<file path="config.mk">
export PLATFORM = sky130hd
export DESIGN_NAME = lfu_cache_lru_tiebreak
export DESIGN_NICKNAME = d
export VERILOG_FILES = /design/src/rtl/lfu_pkg.sv /design/src/rtl/lfu_cell.sv /design/src/rtl/lfu_cache_lru_tiebreak.sv
export SDC_FILE = /design/constraint.sdc
export NUM_CORES = 2
export LEC_CHECK = 0
export BUFFER_PORTS_ARGS = -buffer_cell sky130_fd_sc_hd__buf_2
export CORE_ASPECT_RATIO = 0.7
export CORE_MARGIN = 3
export CORE_UTILIZATION = 50
export DETAILED_ROUTE_END_ITERATION = 12
export GPL_ROUTABILITY_DRIVEN = 1
export PLACE_DENSITY = 0.77
export SYNTH_ARGS = -nofsm -noshare
export SYNTH_HDL_FRONTEND = slang
export SYNTH_HIERARCHICAL = 1
export SYNTH_SLANG_ARGS = --single-unit
export TNS_END_PERCENT = 1
</file>
<file path="constraint.sdc">
create_clock -name clock -period 13.6 [get_ports clock]
set_clock_uncertainty 0.15 [all_clocks]
set_input_delay 2.72 -clock clock [delete_from_list [all_inputs] [get_ports clock]]
set_output_delay 2.72 -clock clock [all_outputs]
set_load 0.03 [all_outputs]
</file>
<file path="src/rtl/lfu_pkg.sv">
package lfu_pkg;

   // Storage geometry
   localparam int ENTRIES    = 16;
   localparam int COUNT_BITS = 16;
   localparam int KEY_BITS   = 31;
   localparam int CAP_BITS   = 5;
   localparam int IDX_BITS   = (ENTRIES > 1) ? $clog2(ENTRIES) : 1;
   localparam int RANK_BITS  = IDX_BITS;
   localparam int OCC_BITS   = $clog2(ENTRIES + 1);
   localparam int CMP_BITS   = (CAP_BITS > OCC_BITS) ? CAP_BITS : OCC_BITS;

   // Register map
   localparam int CSR_DATA_BITS = 32;
   localparam int CSR_ADDR_BITS = 3;

   typedef logic [KEY_BITS-1:0]   key_type;
   typedef logic [COUNT_BITS-1:0] count_type;
   typedef logic [IDX_BITS-1:0]   idx_type;
   typedef logic [RANK_BITS-1:0]  rank_type;
   typedef logic [OCC_BITS-1:0]   occ_type;
   typedef logic [CAP_BITS-1:0]   cap_type;

   localparam cap_type   CAP_RESET = CAP_BITS'(16);
   localparam count_type COUNT_MAX = '1;
   localparam count_type COUNT_ONE = COUNT_BITS'(1);

   typedef enum logic {
      CMD_GET = 1'b0,
      CMD_PUT = 1'b1
   } cmd_type;

   typedef enum logic {
      REG_CAPACITY = 1'b0,
      REG_UNMAPPED = 1'b1
   } reg_type;

   typedef enum logic [1:0] {
      ST_IDLE,
      ST_SCAN,
      ST_UPDATE
   } state_type;

   typedef enum logic [1:0] {
      UPD_NONE,
      UPD_TOUCH,
      UPD_INSERT,
      UPD_REPLACE
   } upd_op_type;

   // Token handed from cell to cell during the search
   typedef struct packed {
      logic      hit;
      idx_type   hit_idx;
      rank_type  hit_rank;
      key_type   hit_data;
      occ_type   occ;
      logic      vic_ok;
      idx_type   vic_idx;
      count_type vic_count;
      rank_type  vic_rank;
      key_type   vic_key;
      logic      free_ok;
      idx_type   free_idx;
   } scan_type;

   // Command broadcast to every cell at the end of an item
   typedef struct packed {
      upd_op_type op;
      idx_type    idx;
      rank_type   rank;
      logic       put;
      key_type    key;
      key_type    data;
   } upd_type;

endpackage

</file>
<file path="src/rtl/lfu_cell.sv">
module lfu_cell import lfu_pkg::*; #(
   parameter idx_type CELL_INDEX = '0
) (
   input  logic     clock,
   input  logic     reset,
   input  key_type  item_key,
   input  scan_type scan_in,
   output scan_type scan_out,
   input  upd_type  upd,
   output logic     valid_out
);

   logic      valid_ff, valid_in;
   key_type   key_ff, key_in;
   key_type   data_ff, data_in;
   count_type count_ff, count_in;
   rank_type  rank_ff, rank_in;
   scan_type  scan_ff, scan_in_nxt;
   logic      self;
   logic      older;

   // Fold this entry into the passing token
   always_comb begin
      older = 1'b0;
      scan_in_nxt = scan_in;
      scan_in_nxt.occ = scan_in.occ + OCC_BITS'(valid_ff);
      if (valid_ff && key_ff == item_key) begin
         scan_in_nxt.hit      = 1'b1;
         scan_in_nxt.hit_idx  = CELL_INDEX;
         scan_in_nxt.hit_rank = rank_ff;
         scan_in_nxt.hit_data = data_ff;
      end
      if (valid_ff) begin
         older = (count_ff == scan_in.vic_count) && (rank_ff > scan_in.vic_rank);
         if (!scan_in.vic_ok || count_ff < scan_in.vic_count || older) begin
            scan_in_nxt.vic_ok    = 1'b1;
            scan_in_nxt.vic_idx   = CELL_INDEX;
            scan_in_nxt.vic_count = count_ff;
            scan_in_nxt.vic_rank  = rank_ff;
            scan_in_nxt.vic_key   = key_ff;
         end
      end else if (!scan_in.free_ok) begin
         scan_in_nxt.free_ok  = 1'b1;
         scan_in_nxt.free_idx = CELL_INDEX;
      end
   end

   // Apply the broadcast update
   always_comb begin
      self     = (upd.idx == CELL_INDEX);
      valid_in = valid_ff;
      key_in   = key_ff;
      data_in  = data_ff;
      count_in = count_ff;
      rank_in  = rank_ff;
      case (upd.op)
         UPD_TOUCH: begin
            if (self) begin
               if (count_ff != COUNT_MAX) begin
                  count_in = count_ff + COUNT_ONE;
               end
               rank_in = '0;
               if (upd.put) begin
                  data_in = upd.data;
               end
            end else if (valid_ff && rank_ff < upd.rank) begin
               rank_in = rank_ff + RANK_BITS'(1);
            end
         end
         UPD_INSERT, UPD_REPLACE: begin
            if (self) begin
               valid_in = 1'b1;
               key_in   = upd.key;
               data_in  = upd.data;
               count_in = COUNT_ONE;
               rank_in  = '0;
            end else if (valid_ff) begin
               // entries older than the victim close the gap, then all age by one
               if (!(upd.op == UPD_REPLACE && rank_ff > upd.rank)) begin
                  rank_in = rank_ff + RANK_BITS'(1);
               end
            end
         end
         default: begin
         end
      endcase
   end

   always_ff @(posedge clock) begin
      if (reset) begin
         valid_ff <= 1'b0;
         count_ff <= '0;
         rank_ff  <= '0;
      end else begin
         valid_ff <= valid_in;
         count_ff <= count_in;
         rank_ff  <= rank_in;
      end
   end

   always_ff @(posedge clock) begin
      key_ff  <= key_in;
      data_ff <= data_in;
      scan_ff <= scan_in_nxt;
   end

   assign scan_out  = scan_ff;
   assign valid_out = valid_ff;

endmodule

</file>
<file path="src/rtl/lfu_cache_lru_tiebreak.sv">
// LFU cache with LRU tie-break: a key-value store of ENTRIES slots.
// Request channel (req_valid/req_ready): one get or put per transfer,
// with cmd, key and value. Response channel (rsp_valid/rsp_ready): one
// transfer per request, carrying found, read_value, evicted and
// evicted_key, in request order.
// Each slot lives in one cell of a chain. After a request is taken, a
// search token walks the chain one cell per cycle, collecting the hit,
// the occupancy, the first free slot and the eviction victim (lowest
// use count, oldest on a tie). An update step then broadcasts the update to
// all cells and loads the response register.
// The block takes no new request until the current one has walked the
// chain and been answered. req_ready is high while the block waits for work,
// also while a response is still held for the receiver.
// A stalled receiver holds the response register; the block then waits
// at the update step with the cache unchanged until the slot frees up.
// Reset empties the cache and sets capacity_in_use (APB register at
// byte address 0) to 16. Write it only while the block is idle.
module lfu_cache_lru_tiebreak import lfu_pkg::*; (
   input  logic                     clock,
   input  logic                     reset,
   // request
   input  logic                     req_valid,
   output logic                     req_ready,
   input  logic                     req_cmd,
   input  logic [KEY_BITS-1:0]      req_key,
   input  logic [KEY_BITS-1:0]      req_value,
   // response
   output logic                     rsp_valid,
   input  logic                     rsp_ready,
   output logic                     rsp_found,
   output logic [KEY_BITS-1:0]      rsp_read_value,
   output logic                     rsp_evicted,
   output logic [KEY_BITS-1:0]      rsp_evicted_key,
   // configuration
   input  logic                     psel,
   input  logic                     penable,
   input  logic                     pwrite,
   input  logic [CSR_ADDR_BITS-1:0] paddr,
   input  logic [CSR_DATA_BITS-1:0] pwdata,
   output logic [CSR_DATA_BITS-1:0] prdata,
   output logic                     pready
);

   state_type state_ff, state_in;
   idx_type   cnt_ff, cnt_in;
   cmd_type   cmd_ff;
   key_type   key_ff, value_ff;
   cap_type   cap_ff, cap_in;

   logic      rsp_valid_ff, rsp_valid_in;
   logic      found_ff, found_in;
   key_type   read_value_ff, read_value_in;
   logic      evicted_ff, evicted_in;
   key_type   evicted_key_ff, evicted_key_in;

   scan_type  scan_bus [ENTRIES+1];
   scan_type  scan_last;
   upd_type   upd;
   logic      [ENTRIES-1:0] valid_vec;
   logic      take;
   logic      fire;
   logic      full;
   logic      cap_zero;
   logic      [CMP_BITS-1:0] cap_eff;
   reg_type   reg_sel;

   // ---------------- configuration port ----------------
   assign pready  = 1'b1;
   assign reg_sel = reg_type'(paddr[CSR_ADDR_BITS-1]);
   assign prdata  = (reg_sel == REG_CAPACITY) ? CSR_DATA_BITS'(cap_ff) : '0;

   always_comb begin
      cap_in = cap_ff;
      if (psel && penable && pwrite && pready && reg_sel == REG_CAPACITY) begin
         cap_in = pwdata[CAP_BITS-1:0];
      end
   end

   // ---------------- cell chain ----------------
   // The token enters empty at the head of the chain.
   assign scan_bus[0] = '0;

   for (genvar g = 0; g < ENTRIES; g++) begin : g_cell
      lfu_cell #(
         .CELL_INDEX (IDX_BITS'(g))
      ) u_cell (
         .clock     (clock),
         .reset     (reset),
         .item_key  (key_ff),
         .scan_in   (scan_bus[g]),
         .scan_out  (scan_bus[g+1]),
         .upd       (upd),
         .valid_out (valid_vec[g])
      );
   end

   assign scan_last = scan_bus[ENTRIES];

   // ---------------- decision ----------------
   // Clamp the capacity to the number of slots; full means a put miss must evict.
   always_comb begin
      cap_eff = (CMP_BITS'(cap_ff) > CMP_BITS'(ENTRIES)) ? CMP_BITS'(ENTRIES)
                                                          : CMP_BITS'(cap_ff);
      cap_zero = (cap_ff == '0);
      full     = CMP_BITS'(scan_last.occ) >= cap_eff;
   end

   assign take = req_valid && req_ready;

   // next state, update broadcast and response
   always_comb begin
      state_in       = state_ff;
      cnt_in         = cnt_ff;
      req_ready      = 1'b0;
      fire           = 1'b0;
      upd            = '0;
      upd.op         = UPD_NONE;
      upd.put        = (cmd_ff == CMD_PUT);
      upd.key        = key_ff;
      upd.data       = value_ff;
      found_in       = 1'b0;
      read_value_in  = '0;
      evicted_in     = 1'b0;
      evicted_key_in = '0;
      case (state_ff)
         ST_IDLE: begin
            req_ready = 1'b1;
            if (req_valid) begin
               state_in = ST_SCAN;
               cnt_in   = '0;
            end
         end
         ST_SCAN: begin
            // advance until the token has left the last cell
            if (cnt_ff == IDX_BITS'(ENTRIES - 1)) begin
               state_in = ST_UPDATE;
            end else begin
               cnt_in = cnt_ff + IDX_BITS'(1);
            end
         end
         ST_UPDATE: begin
            fire = !rsp_valid_ff || rsp_ready;
            if (!cap_zero) begin
               if (scan_last.hit) begin
                  upd.op   = UPD_TOUCH;
                  upd.idx  = scan_last.hit_idx;
                  upd.rank = scan_last.hit_rank;
                  found_in = 1'b1;
                  if (cmd_ff == CMD_GET) begin
                     read_value_in = scan_last.hit_data;
                  end
               end else if (cmd_ff == CMD_PUT) begin
                  if (full) begin
                     upd.op         = UPD_REPLACE;
                     upd.idx        = scan_last.vic_idx;
                     upd.rank       = scan_last.vic_rank;
                     evicted_in     = 1'b1;
                     evicted_key_in = scan_last.vic_key;
                  end else begin
                     upd.op  = UPD_INSERT;
                     upd.idx = scan_last.free_idx;
                  end
               end
            end
            // hold the cache unchanged while the response slot is busy
            if (!fire) begin
               upd.op = UPD_NONE;
            end else begin
               state_in = ST_IDLE;
            end
         end
         default: begin
            state_in = ST_IDLE;
         end
      endcase
   end

   always_comb begin
      rsp_valid_in = rsp_valid_ff;
      if (fire) begin
         rsp_valid_in = 1'b1;
      end else if (rsp_ready) begin
         rsp_valid_in = 1'b0;
      end
   end

   always_ff @(posedge clock) begin
      if (reset) begin
         state_ff     <= ST_IDLE;
         cnt_ff       <= '0;
         cap_ff       <= CAP_RESET;
         rsp_valid_ff <= 1'b0;
      end else begin
         state_ff     <= state_in;
         cnt_ff       <= cnt_in;
         cap_ff       <= cap_in;
         rsp_valid_ff <= rsp_valid_in;
      end
   end

   always_ff @(posedge clock) begin
      if (take) begin
         cmd_ff   <= cmd_type'(req_cmd);
         key_ff   <= req_key;
         value_ff <= req_value;
      end
      if (fire) begin
         found_ff       <= found_in;
         read_value_ff  <= read_value_in;
         evicted_ff     <= evicted_in;
         evicted_key_ff <= evicted_key_in;
      end
   end

   assign rsp_valid       = rsp_valid_ff;
   assign rsp_found       = found_ff;
   assign rsp_read_value  = read_value_ff;
   assign rsp_evicted     = evicted_ff;
   assign rsp_evicted_key = evicted_key_ff;

   // ---------------- assertions ----------------
   a_occ_matches : assert property (@(posedge clock) disable iff (reset)
      state_ff == ST_UPDATE |-> scan_last.occ == OCC_BITS'($countones(valid_vec)))
      else $error("chain occupancy disagrees with the valid cells");

   a_insert_grows : assert property (@(posedge clock) disable iff (reset)
      upd.op == UPD_INSERT |=>
         $countones(valid_vec) == $past($countones(valid_vec)) + 1)
      else $error("insert did not add exactly one entry");

   a_replace_keeps : assert property (@(posedge clock) disable iff (reset)
      upd.op == UPD_REPLACE || upd.op == UPD_TOUCH |=> $stable(valid_vec))
      else $error("replace or touch changed the set of valid slots");

   a_victim_found : assert property (@(posedge clock) disable iff (reset)
      state_ff == ST_UPDATE && !cap_zero && full |-> scan_last.vic_ok)
      else $error("cache full but no eviction candidate found");

   a_free_found : assert property (@(posedge clock) disable iff (reset)
      state_ff == ST_UPDATE && !cap_zero && !full |-> scan_last.free_ok)
      else $error("cache not full but no free slot found");

endmodule
</file>
---- After elaboration in Yosys (flattened, before gate mapping) ----
Index checks and enable logic that the tools add are counted.
storage, ports and cells
  bits in registers ....................... 3,141
  output and inout port bits .............. 99
  word-level logic and storage cells ...... 1,066
operators by class
  eq/ne operators ......................... 169
  add/sub/neg operators ................... 48
  magnitude comparators ................... 64
  mux-type cells .......................... 309
  bitwise gates (word level) .............. 5
  reduce and logical (&&, ||, !) cells .... 191
operator list
  operator                 count
  $mux W56                 29
  $mux W31                 33
  $pmux W31 S2             16
  $mux W16                 48
  $mux W35                 15
  $pmux W16 S2             16
  $eq A31 B31 Y1           16
  $mux W4                  99
  $add A16 B1 Y16 const B  16
  $ne A16 B16 Y1 const B   16
  $eq A16 B16 Y1           15
  $lt A16 B16 Y1           15
  $reduce_and A4 Y1        48
  $pmux W4 S2              17
  $gt A4 B4 Y1             31
  $mux W55                 2
  $ne A2 B1 Y1 const B     48
  $ne A3 B1 Y1 const B     32
  $mux W5                  18
  $add A5 B1 Y5            14
  $add A4 B1 Y4 const B    17
  $logic_and A1 B1 Y1      67
  $lt A4 B4 Y1             16
  $ne A3 B2 Y1 const B     16
  27 further kinds         126

---- Logic depth before layout (Yosys ltp) ----
  depth after elaboration ................. 15
  mapped depth ............................ 17

---- Hierarchy ----
Netlist, hierarchy kept.
by module, submodules not included
  module                             cells each  times used  seq. area each (um^2)  area an instance (um^2)
  lfu_cell at g_cell[10].u_cell ...  532         3           4,404.2                7,297.0
  lfu_cell at g_cell[2].u_cell ...   532         2           4,404.2                7,305.8
  lfu_cell at g_cell[8].u_cell       526         1           4,404.2                7,345.8
  lfu_cell at g_cell[7].u_cell       536         1           4,404.2                7,332.0
  lfu_cell at g_cell[9].u_cell       523         1           4,404.2                7,330.8
  lfu_cell at g_cell[5].u_cell       528         1           4,404.2                7,308.3
  lfu_cell at g_cell[13].u_cell      530         1           4,404.2                7,304.5
  lfu_cell at g_cell[1].u_cell       529         1           4,404.2                7,300.8
  lfu_cell at g_cell[6].u_cell       525         1           4,404.2                7,298.2
  lfu_cell at g_cell[11].u_cell      531         1           4,404.2                7,295.7
  lfu_cell at g_cell[0].u_cell       528         1           4,404.2                7,285.7
  lfu_cell at g_cell[15].u_cell      530         1           4,404.2                7,285.7
  lfu_cell at g_cell[14].u_cell      534         1           4,404.2                7,169.4
  lfu_cache_lru_tiebreak             327         1           4,053.9                5,418.9

---- Least setup slack after synthesis ----
OpenSTA, ideal clock, no wires.
  kind .................................... input -> register
  start point ............................. input rsp_ready
  end point ............................... register g_cell[15].u_cell.count_ff[11]
  arrival time ............................ 10.936 ns
  required time ........................... 13.322 ns
  path slack .............................. 2.386 ns
  path buffers ............................ 2
  stages on the path ...................... 9
  cells stage by stage .................... nand2b_1 nand2_1 nor3b_1 inv_1 nor2_1 or2_2 buf_1 clkbuf_1 nor2_1
RTL lines
  what                    line                          text
  start: declaration      lfu_cache_lru_tiebreak.sv:29  input logic rsp_ready,
  end signal: assignment  lfu_cell.sv:96                count_ff <= count_in;
  end: declaration        lfu_cell.sv:16                count_type count_ff, count_in;

---- Worst setup path after layout ----
  start point ............................. input paddr[2]
  end point ............................... output prdata[0]
on the way
  cells in the longest elaborated chain, start to end .. 1
RTL lines
  what                line                          text
  start: declaration  lfu_cache_lru_tiebreak.sv:38  input logic [CSR_ADDR_BITS-1:0] paddr,
  $mux W5             lfu_cache_lru_tiebreak.sv:70  assign prdata = (reg_sel == REG_CAPACITY) ? CSR_DATA_BITS'(cap_ff) : '0;
  end: declaration    lfu_cache_lru_tiebreak.sv:40  output logic [CSR_DATA_BITS-1:0] prdata,
Every way passes these cells.

==> key figures <==
Yosys
  • Mapped Cells: 8770
  • Ys Warns: 6
  • Mapped cell area: 0.122 mm^2
  • Avg Cell Area, Syn: 13.9 um^2

Hold path
  • Hold Path Sink: g_cell[13].u_cell/scan_out[2]
  • Hold Crit Start: g_cell[12].u_cell/scan_out[2]
  • Hold WC Path Type: flop to flop
  • Hold Crit Depth: 1

Timing
  • RSZ-0062 raised after global routing: no
  • Final TNS setup: 0 ns
  • Max Slew Vio Count: 0
  • Final hold vios: 0
  • Setup-failing EPs final: 0
  • Rel. slew slack: 15.1%
  • Worst slew pin tran: 1.27 ns
  • Final min period: 6.02 ns
  • Fmax: 166 MHz
  • Hold Slack: 0.228 ns
  • Final Cycle Share: 44.3%

Global route
  • Pin count of the biggest net entering global routing: 114
  • First-pass GRT wire length: 388 mm
  • Global Route Usage Sum: 19.4%
  • Antenna violations before repair: 5
  • Grt ovf: 0
  • Number of global-route vias before repair: 67700

Routing
  • DR DRC count: 0
  • Starting DRT DRC Count: 4785
  • Drt total wl: 248 mm
  • DR WL/cell: 19.6 um
  • Vias/cell: 5.28
  • DR pass1 iterations: 6
  • ANT nets after route: 0
  • DR vias: 66700

Worst setup path
  • Crit Path Max Fanout: 6
  • CP required: 10.73 ns
  • R2r endpoint: g_cell[3].u_cell/count_ff[9]
  • Worst R2R Path Depth: 14
  • R2R Setup Slk: 7.74 ns
  • Crit Path Class: primary input to output pin
  • Setup crit end kind: output pin
  • WP data arrival: 3.15 ns
  • Reg2reg start: cap_ff[4]
  • CP Launch Type: primary input

Placement
  • PortBufs: 146
  • Dpl hpwl: 168 mm
  • Final GP Congestion: 0.863

Layout
  • Share of post-route cells with drive strength above 1: 23.1%
  • NumNets Final: 9764
  • Area delta synth->final: 11.6%

Outcome
  • Status: finished clean

CTS
  • Longest Clk Path Bufs: 4
  • Post-CTS Hold Buffers: 0
  • CTS tree: built
  • Num CTS Buffers: 291
  • Setup bufs post-CTS: 0
  • CTS Sinks: 3145
  • CTS H-Tree Depth: 5
  • Root buf cell: clkbuf_16
  • Worst-Skew Late Latency: 0.86 ns
  • Post-CTS resize count: 0
  • Worst-path clk slew: 0.07 ns

Die
  • Die H: 419 um
  • Die width: 595 um
  • # IOs: 204
  • Core ar.: 0.240 mm^2
  • Die area: 0.249 mm^2
  • Num rows: 150
  • Initial Util: 50.6%

Run
  • Max_cap viols: 0

Pwr
  • Leakage Power: 52.7 nW
  • Maximum vdd drop: 97.5 uV
  • PD cells: 140 mW/mm^2
-- flip-flops by register name (all words and copies together), names as in the netlist, 2 cells and up --
name and flops:
cap_ff 5, cnt_ff 4, g_cell.u_cell/count_ff 256, g_cell.u_cell/data_ff 496
g_cell.u_cell/key_ff 496, g_cell.u_cell/rank_ff 64, g_cell.u_cell/scan_out 1678, g_cell.u_cell/valid_out 16
key_ff 31, rsp_evicted_key 31, rsp_read_value 31, state_ff 2
value_ff 31
-- worst max path at each step --
stage	from	to	slack, ns	cells past startpoint
after floorplan	rsp_ready	g_cell[15].u_cell/count_ff[11]	2.39	9
after global placement	paddr[2]	prdata[0]	7.58	3
after detailed placement	rsp_ready	g_cell[15].u_cell/count_ff[5]	7.47	9
after CTS	paddr[2]	prdata[2]	7.57	3
after global routing	cap_ff[4]	g_cell[3].u_cell/count_ff[9]	7.24	14
final	paddr[2]	prdata[0]	7.58	3
-- power breakdown --
part / switching [mW] / leakage, nW / internal, mW
Combinational: 0.297 / 21.1 / 0.326
Clock: 3.48 / 4.74 / 4.69
Sequential: 0.146 / 26.9 / 10.0
Total: 3.92 / 52.7 / 15.0
-- layer usage --
metal | track usage (%) | vias to the layer above | part of all wire, %
li1 | - | 31800 | -
met1 | 28.7 | 33000 | 49
met2 | 30.3 | 1614 | 45
met3 | 2.32 | 353 | 4.7
met4 | 4.95 | 0 | 2.1
met5 | 0 | - | 0
-- worst max-delay path, stage by stage --
cell and delay [ns]:
buf_2 0.13, nor2b_1 0.10, buf_2 0.20
-- cell type report --
class / instances / area (um^2)
well taps: 3192 / 3990
repair buffers: 247 / 1520
clock inverters: 115 / 1260
clock buffers: 414 / 8450
inverters: 433 / 1630
diodes: 5 / 12.5
fillers: 18500 / 105000
flip-flops and latches: 3145 / 74200
multi-input cells: 5087 / 44600
-- through the flow --
step / std cells / utilization (%) / instance area, um^2 / worst slack (ns) / total power [mW]
floorplan: 8928 / - / 122000 / 2.39 / 10.7
global placement: 12100 / 52.4 / 126000 / 7.58 / 10.9
detailed placement: 12100 / 52.4 / 126000 / 7.47 / 11.0
CTS: 12600 / 56.5 / 136000 / 7.57 / 19.1
global route: 12600 / 56.5 / 136000 / 7.24 / 19.6
finish: 12600 / 56.5 / 136000 / 7.58 / 18.9
-- layout by cell type, fill, tap and decap left out, drive strengths merged, types with 27 or more instances in the layout --
cell / instances
dfxtp: 2026
nor4: 47
o21ai: 110
o211ai: 51
nor2: 389
nor3: 53
clkbuf: 414
xor2: 191
conb: 160
o21a: 29
xnor2: 570
nand3: 92
ha: 454
nand4: 322
and3: 47
nand2b: 107
or2: 79
mux2: 1337
inv: 448
a31oi: 36
a21oi: 181
nor2b: 133
nand2: 211
edfxtp: 1119
buf: 247
or3: 39
and4: 27
and2: 135
clkinv: 74
(Power assumes the default switching activity.)
